--- src/hdl/mcdt_pkg.sv ---
// Shared types and constants of the multi-channel debounce and toggle block.
`default_nettype none

package mcdt_pkg;

    // Width of every pin, mask and active-level field.
    localparam int FIELD_W = 6;

    // Width of the per-channel debounce down-count.
    localparam int COUNT_W = 8;

    // Debounce count after reset.
    localparam logic [COUNT_W-1:0] DEBOUNCE_RESET = 8'd10;

    // Configuration port widths.
    localparam int CFG_IDX_W  = 1;
    localparam int CFG_DATA_W = 8;

    // Register indexes of the configuration port.
    typedef enum logic [CFG_IDX_W-1:0] {
        CFG_ACTIVE_LEVEL = 1'b0,
        CFG_DEBOUNCE     = 1'b1
    } t_cfg_idx;

    // Per-channel debounce states.
    typedef enum logic [3:0] {
        ST_UP      = 4'b0001,
        ST_FALLING = 4'b0010,
        ST_DOWN    = 4'b0100,
        ST_RISING  = 4'b1000
    } t_chan_state;

endpackage : mcdt_pkg

`default_nettype wire

--- src/hdl/multi_channel_debounce_toggle_top.sv ---
// Multi-channel button debouncer with per-channel press toggling.
//
// Usage: each input item on the s_axis channel is one time tick carrying
// the raw pin level of six channels. Each channel runs its own four-state
// debouncer (up, falling, down, rising) and every confirmed press flips a
// per-channel toggle; the m_axis channel returns one item per tick with
// the on mask, the off mask and the debounced level mask.
// The cfg channel writes the active-level mask (index 0) and the debounce
// count (index 1); it is always ready, and the user must see that it is
// written only while idle, which the block itself does not enforce.
// Path: an accepted tick is held in the input register, and its result
// loads into the result register when that register is free.
// Throughput: one item per cycle while the result is not stalled; the
// channel updates are a small state step and a count decrement between the input and result registers.
// Reset: all channels return to up with count and toggle cleared, the
// active-level mask goes to 0 and the debounce count to 10.
// Stall: while m_axis_tready is low the result is held; the input register
// still takes one more item, and then s_axis_tready drops.
`default_nettype none

module multi_channel_debounce_toggle_top
    import mcdt_pkg::*;
#(
    parameter int CHANNELS = 6
) (
    input  wire logic                  i_clk,
    input  wire logic                  i_rst_n,
    // Input ticks; tdata bits: [5:0] pin_levels, [7:6] zero.
    input  wire logic                  s_axis_tvalid,
    output logic                       s_axis_tready,
    input  wire logic [7:0]            s_axis_tdata,
    // Results; tdata bits: [5:0] press_on_mask, [11:6] press_off_mask,
    // [17:12] debounced_mask, [23:18] zero.
    output logic                       m_axis_tvalid,
    input  wire logic                  m_axis_tready,
    output logic [23:0]                m_axis_tdata,
    // Configuration writes.
    input  wire logic                  i_cfg_valid,
    output logic                       o_cfg_ready,
    input  wire logic [CFG_IDX_W-1:0]  i_cfg_index,
    input  wire logic [CFG_DATA_W-1:0] i_cfg_data
);

    localparam int EXT_W = (CHANNELS > FIELD_W) ? CHANNELS : FIELD_W;

    // Configuration registers.
    logic [FIELD_W-1:0] r_active;
    logic [COUNT_W-1:0] r_debounce;

    // Input register.
    logic               r_in_valid;
    logic [FIELD_W-1:0] r_pins;

    // Per-channel state.
    t_chan_state        r_state  [CHANNELS];
    logic [COUNT_W-1:0] r_count  [CHANNELS];
    logic [CHANNELS-1:0] r_toggle;
    t_chan_state        n_state  [CHANNELS];
    logic [COUNT_W-1:0] n_count  [CHANNELS];
    logic [CHANNELS-1:0] n_toggle;

    // Result register.
    logic               r_out_valid;
    logic [FIELD_W-1:0] r_on;
    logic [FIELD_W-1:0] r_off;
    logic [FIELD_W-1:0] r_held;

    logic               w_advance;
    logic [EXT_W-1:0]   w_pins_ext;
    logic [EXT_W-1:0]   w_act_ext;
    logic [EXT_W-1:0]   n_on_ext;
    logic [EXT_W-1:0]   n_off_ext;
    logic [EXT_W-1:0]   n_held_ext;

    // Handshake: the work stage moves when the result register is free.
    assign w_advance     = r_in_valid && (!r_out_valid || m_axis_tready);
    assign s_axis_tready = !r_in_valid || w_advance;
    assign o_cfg_ready   = 1'b1;

    assign m_axis_tvalid = r_out_valid;
    assign m_axis_tdata  = {6'b0, r_held, r_off, r_on};

    // Channels beyond the field width read pin and active level as zero.
    assign w_pins_ext = EXT_W'(r_pins);
    assign w_act_ext  = EXT_W'(r_active);

    // Configuration writes.
    always_ff @(posedge i_clk) begin
        if (!i_rst_n) begin
            r_active   <= '0;
            r_debounce <= DEBOUNCE_RESET;
        end else if (i_cfg_valid) begin
            unique case (t_cfg_idx'(i_cfg_index))
                CFG_ACTIVE_LEVEL: r_active   <= i_cfg_data[FIELD_W-1:0];
                CFG_DEBOUNCE:     r_debounce <= i_cfg_data[COUNT_W-1:0];
                default:          ;
            endcase
        end
    end

    // Input register.
    always_ff @(posedge i_clk) begin
        if (!i_rst_n) begin
            r_in_valid <= 1'b0;
        end else if (s_axis_tready) begin
            r_in_valid <= s_axis_tvalid;
        end
    end

    always_ff @(posedge i_clk) begin
        if (s_axis_tready && s_axis_tvalid) begin
            r_pins <= s_axis_tdata[FIELD_W-1:0];
        end
    end

    // Per-channel debounce step for the registered tick.
    always_comb begin
        logic pressed;
        n_on_ext   = '0;
        n_off_ext  = '0;
        n_held_ext = '0;
        n_toggle   = r_toggle;
        for (int c = 0; c < CHANNELS; c++) begin
            pressed    = (w_pins_ext[c] == w_act_ext[c]);
            n_state[c] = r_state[c];
            n_count[c] = r_count[c];
            unique case (r_state[c])
                ST_UP: begin
                    if (pressed) begin
                        n_state[c] = ST_FALLING;
                        n_count[c] = r_debounce;
                    end
                end
                ST_FALLING: begin
                    if (!pressed) begin
                        n_state[c] = ST_UP;
                    end else if (r_count[c] != '0) begin
                        n_count[c] = r_count[c] - 1'b1;
                    end else begin
                        // Confirmed press: flip the toggle and report it.
                        n_state[c]  = ST_DOWN;
                        n_toggle[c] = !r_toggle[c];
                        n_on_ext[c]  = !r_toggle[c];
                        n_off_ext[c] = r_toggle[c];
                    end
                end
                ST_DOWN: begin
                    if (!pressed) begin
                        n_state[c] = ST_RISING;
                        n_count[c] = r_debounce;
                    end
                end
                ST_RISING: begin
                    if (pressed) begin
                        n_state[c] = ST_DOWN;
                    end else if (r_count[c] != '0) begin
                        n_count[c] = r_count[c] - 1'b1;
                    end else begin
                        n_state[c] = ST_UP;
                    end
                end
                default: begin
                    n_state[c] = ST_UP;
                end
            endcase
            n_held_ext[c] = (n_state[c] == ST_DOWN) || (n_state[c] == ST_RISING);
        end
    end

    // Channel state update.
    always_ff @(posedge i_clk) begin
        if (!i_rst_n) begin
            r_toggle <= '0;
            for (int c = 0; c < CHANNELS; c++) begin
                r_state[c] <= ST_UP;
                r_count[c] <= '0;
            end
        end else if (w_advance) begin
            r_toggle <= n_toggle;
            for (int c = 0; c < CHANNELS; c++) begin
                r_state[c] <= n_state[c];
                r_count[c] <= n_count[c];
            end
        end
    end

    // Result register.
    always_ff @(posedge i_clk) begin
        if (!i_rst_n) begin
            r_out_valid <= 1'b0;
        end else if (w_advance) begin
            r_out_valid <= 1'b1;
        end else if (m_axis_tready) begin
            r_out_valid <= 1'b0;
        end
    end

    always_ff @(posedge i_clk) begin
        if (w_advance) begin
            r_on   <= n_on_ext[FIELD_W-1:0];
            r_off  <= n_off_ext[FIELD_W-1:0];
            r_held <= n_held_ext[FIELD_W-1:0];
        end
    end

endmodule : multi_channel_debounce_toggle_top

`default_nettype wire
--- config.mk ---
export PLATFORM = sky130hd
export DESIGN_NAME = multi_channel_debounce_toggle_top
export DESIGN_NICKNAME = d
export VERILOG_FILES = /design/src/hdl/mcdt_pkg.sv /design/src/hdl/multi_channel_debounce_toggle_top.sv
export SDC_FILE = /design/constraint.sdc
export NUM_CORES = 1
export LEC_CHECK = 0
export ABC_CLOCK_PERIOD_IN_PS = 2600
export BUFFER_PORTS_ARGS = -buffer_cell sky130_fd_sc_hd__buf_2
export CAP_MARGIN = 20
export CORE_UTILIZATION = 57
export DETAILED_ROUTE_END_ITERATION = 16
export GPL_TIMING_DRIVEN = 0
export PLACE_DENSITY_LB_ADDON = 0.25
export SYNTH_ARGS = -nofsm -noshare
export SYNTH_HDL_FRONTEND = slang
export SYNTH_SLANG_ARGS = --single-unit
export TNS_END_PERCENT = 100
--- constraint.sdc ---
create_clock -name i_clk -period 2.6 [get_ports i_clk]
set_input_delay 0.13 -clock i_clk [delete_from_list [all_inputs] [get_ports i_clk]]
set_output_delay 0.13 -clock i_clk [all_outputs]
set_load 0.02 [all_outputs]
==> reports/metrics.cfg <==
[run_status]
run_status = finished clean

[floorplan]
coreArea_sq_mm = 0.0115
die_x_um = 111
num_rows = 39
die_y_um = 111
ios = 49
start_util = 0.587
die-area_sq_mm = 0.0122

[sta]
max_freq_mhz = 403
fin_tns_setup_ps = 0
final_max_slew_viol_count = 0
fin_crit_ps = 2480
final-setup-viol-count = 0
finalCritPeriodShare = 0.954
rsz0062_at_grt = no
hold-worst-slack_ps = 107
hold_viol = 0
relSlewSlack = 0.394
fin_ws_ps = 118
skew_ps = 5.18
tightest_slew_ps = 903

[grt]
grt_max_degree = 25
antenna_found_initial = 0
grt_overflow = 0
track_usage = 0.280
grt_pass1_vias = 5555
grt_pass1_wl_um = 27000

[yosys]
synth_edf_count = 96
ys.flop_type = edfxtp_1
yosys_warnings = 0
synthCells = 720
ys_seq_area_frac = 0.494
synth.distinct_cells = 58
async_flop_share = 0
yosys_register_bits = 118
synth_area_per_cell_sq_um = 9.35
syn-cell-area_sq_mm = 0.00673

[route]
drt-initial-drc-count = 535
detail-route-antenna-nets = 0
drt-total-wl_um = 17200
wire_per_inst_um = 18.0
wl_met3_um = 1250
drcViolationCount = 0
vias_per_cell = 6.21
wl_met1_um = 7150
top_layer_used = met4
wl_met2_um = 8340
drtPass1Iterations = 5
vias = 5931

[clocking]
clockRootBuffer = clkbuf_16
cts_tree = done
cts_buffer_depth = 2
clock_latency_ps = 420
htreeDepth = 4
cts_sinks = 118
clk_pin_slew_ps = 60
cts_inserted_buffers = 17

[critical_path]
start_kind = flop
worstPathMaxFanout = 9
worstPathCellList = inv_1, ha_1, nor3b_4, nand2_4, or4_1, buf_2, or3_1, a21oi_1
endpoint_kind = flop
cp.arrival_ps = 2820
rr_worst_depth = 8
crit_type = reg2reg
cpPeakStageDelay_ps = 510
critPathSlowestCell = or4_1
worstPathRequired_ps = 2940

[placement]
place_congestion = 0.897
placed_area_sq_mm = 0.00712
numPortBuffers = 38
place_hpwl_um = 11200
place_ws_ps = -615

[min_path]
hold_depth = 4
min_path_type = in2reg

[power_and_ir_drop]
vdd_drop_max_mv = 0.481
fin_total_pwr_mw = 5.04
power.density_mw_per_mm2 = 636
p_leak_nw = 2.85

[cells_and_area]
final_area_sq_mm = 0.00792
areaGrowthSynthToFinish_pct = 17.6
final_nets = 827
drive_gt1_frac = 0.134
antenna_cells = 0
mostFrequentLayoutCells = nor2_1, edfxtp_1, nand2_1
layout.cells.most_common = nor2_1

[flow_run]
drv_cap = 0

where the power goes:
part	leakage, nW	internal, mW	switching (mW)
clock network	0.263	1.41	0.888
registers	1.15	2.14	0.0997
logic	1.44	0.188	0.315
total	2.85	3.73	1.30
cells in the mapped netlist (10+ instances only):
cell,number,share of area
clkbuf_1,28,0.016
nor2b_1,11,0.010
nor4b_1,11,0.014
nand2b_1,11,0.010
inv_1,21,0.012
edfxtp_1,96,0.43
nand2_1,79,0.044
xor2_1,20,0.026
nor4_1,10,0.0093
nand3_1,18,0.013
mux2i_1,17,0.025
o21ai_0,40,0.030
a21oi_1,61,0.045
dfxtp_1,22,0.065
nor2_1,98,0.055
xnor2_1,19,0.025
a22oi_1,14,0.016
nor3_1,29,0.022
per-layer routing:
layer,up-vias,track usage
li1,2769,-
met1,2840,0.361
met2,273,0.466
met3,49,0.0410
met4,0,0.132
met5,-,0
flip-flops by register name, summed over array words and instances (netlist names), 6 cells and up:
name and cells:
r_count 48, r_state 24, r_debounce 8, r_active 6, r_held 6, r_off 6
r_on 6, r_pins 6, r_toggle 6
critical path, delay by kind of cell, from the launching register on:
kind | cells | cell delay [ps]
flops | 1 | 410
simple gates | 4 | 1310
fa+ha+maj | 1 | 230
compound gates | 1 | 150
buf+inv | 2 | 290
path summary, 6_finish.rpt:
kind                 startpoint       endpoint  slack (ps)
setup / recovery  r_count[4][0]    r_toggle[4]         120
hold / removal    m_axis_tready  m_axis_tvalid         110
setup reg to reg  r_count[4][0]    r_toggle[4]         120
hold reg to reg     r_toggle[1]    r_toggle[1]         520
kinds of logic (layout without fill, tap and decap cells):
logic type / after synthesis / count (layout) / synth area share
other cells: 2 / 7 / 0.00112
simple gates: 322 / 322 / 0.242
fa+ha+maj: 6 / 6 / 0.0112
xor+xnor: 39 / 39 / 0.0508
flops: 118 / 118 / 0.494
compound gates: 156 / 156 / 0.138
mux: 17 / 17 / 0.0253
buf+inv: 60 / 147 / 0.0377
cell type report:
class | count | area (sq um)
flip-flops and latches | 118 | 3320
fillers | 830 | 3550
repair buffers | 55 | 353
inverters | 21 | 82.6
well taps | 143 | 179
plain buffers | 38 | 175
repair inverters | 1 | 5.00
clock inverters | 15 | 158
clock buffers | 17 | 425
multi-input cells | 547 | 3220
stage by stage:
stage               std cells   util
global route              955  0.690
floorplan                 725      -
finish                    955  0.690
detailed placement        907  0.621
CTS                       955  0.688
global placement          906  0.621
timing repair:
item | CTS | global route
endpoints found under the hold margin | 20 | 0
gates resized for setup | 12 | 7
buffers inserted | 1 | 0
setup endpoints to repair | 100 | 20
hold buffers | 15 | 0
cloned | 1 | 0
(Power assumes the default switching activity.)
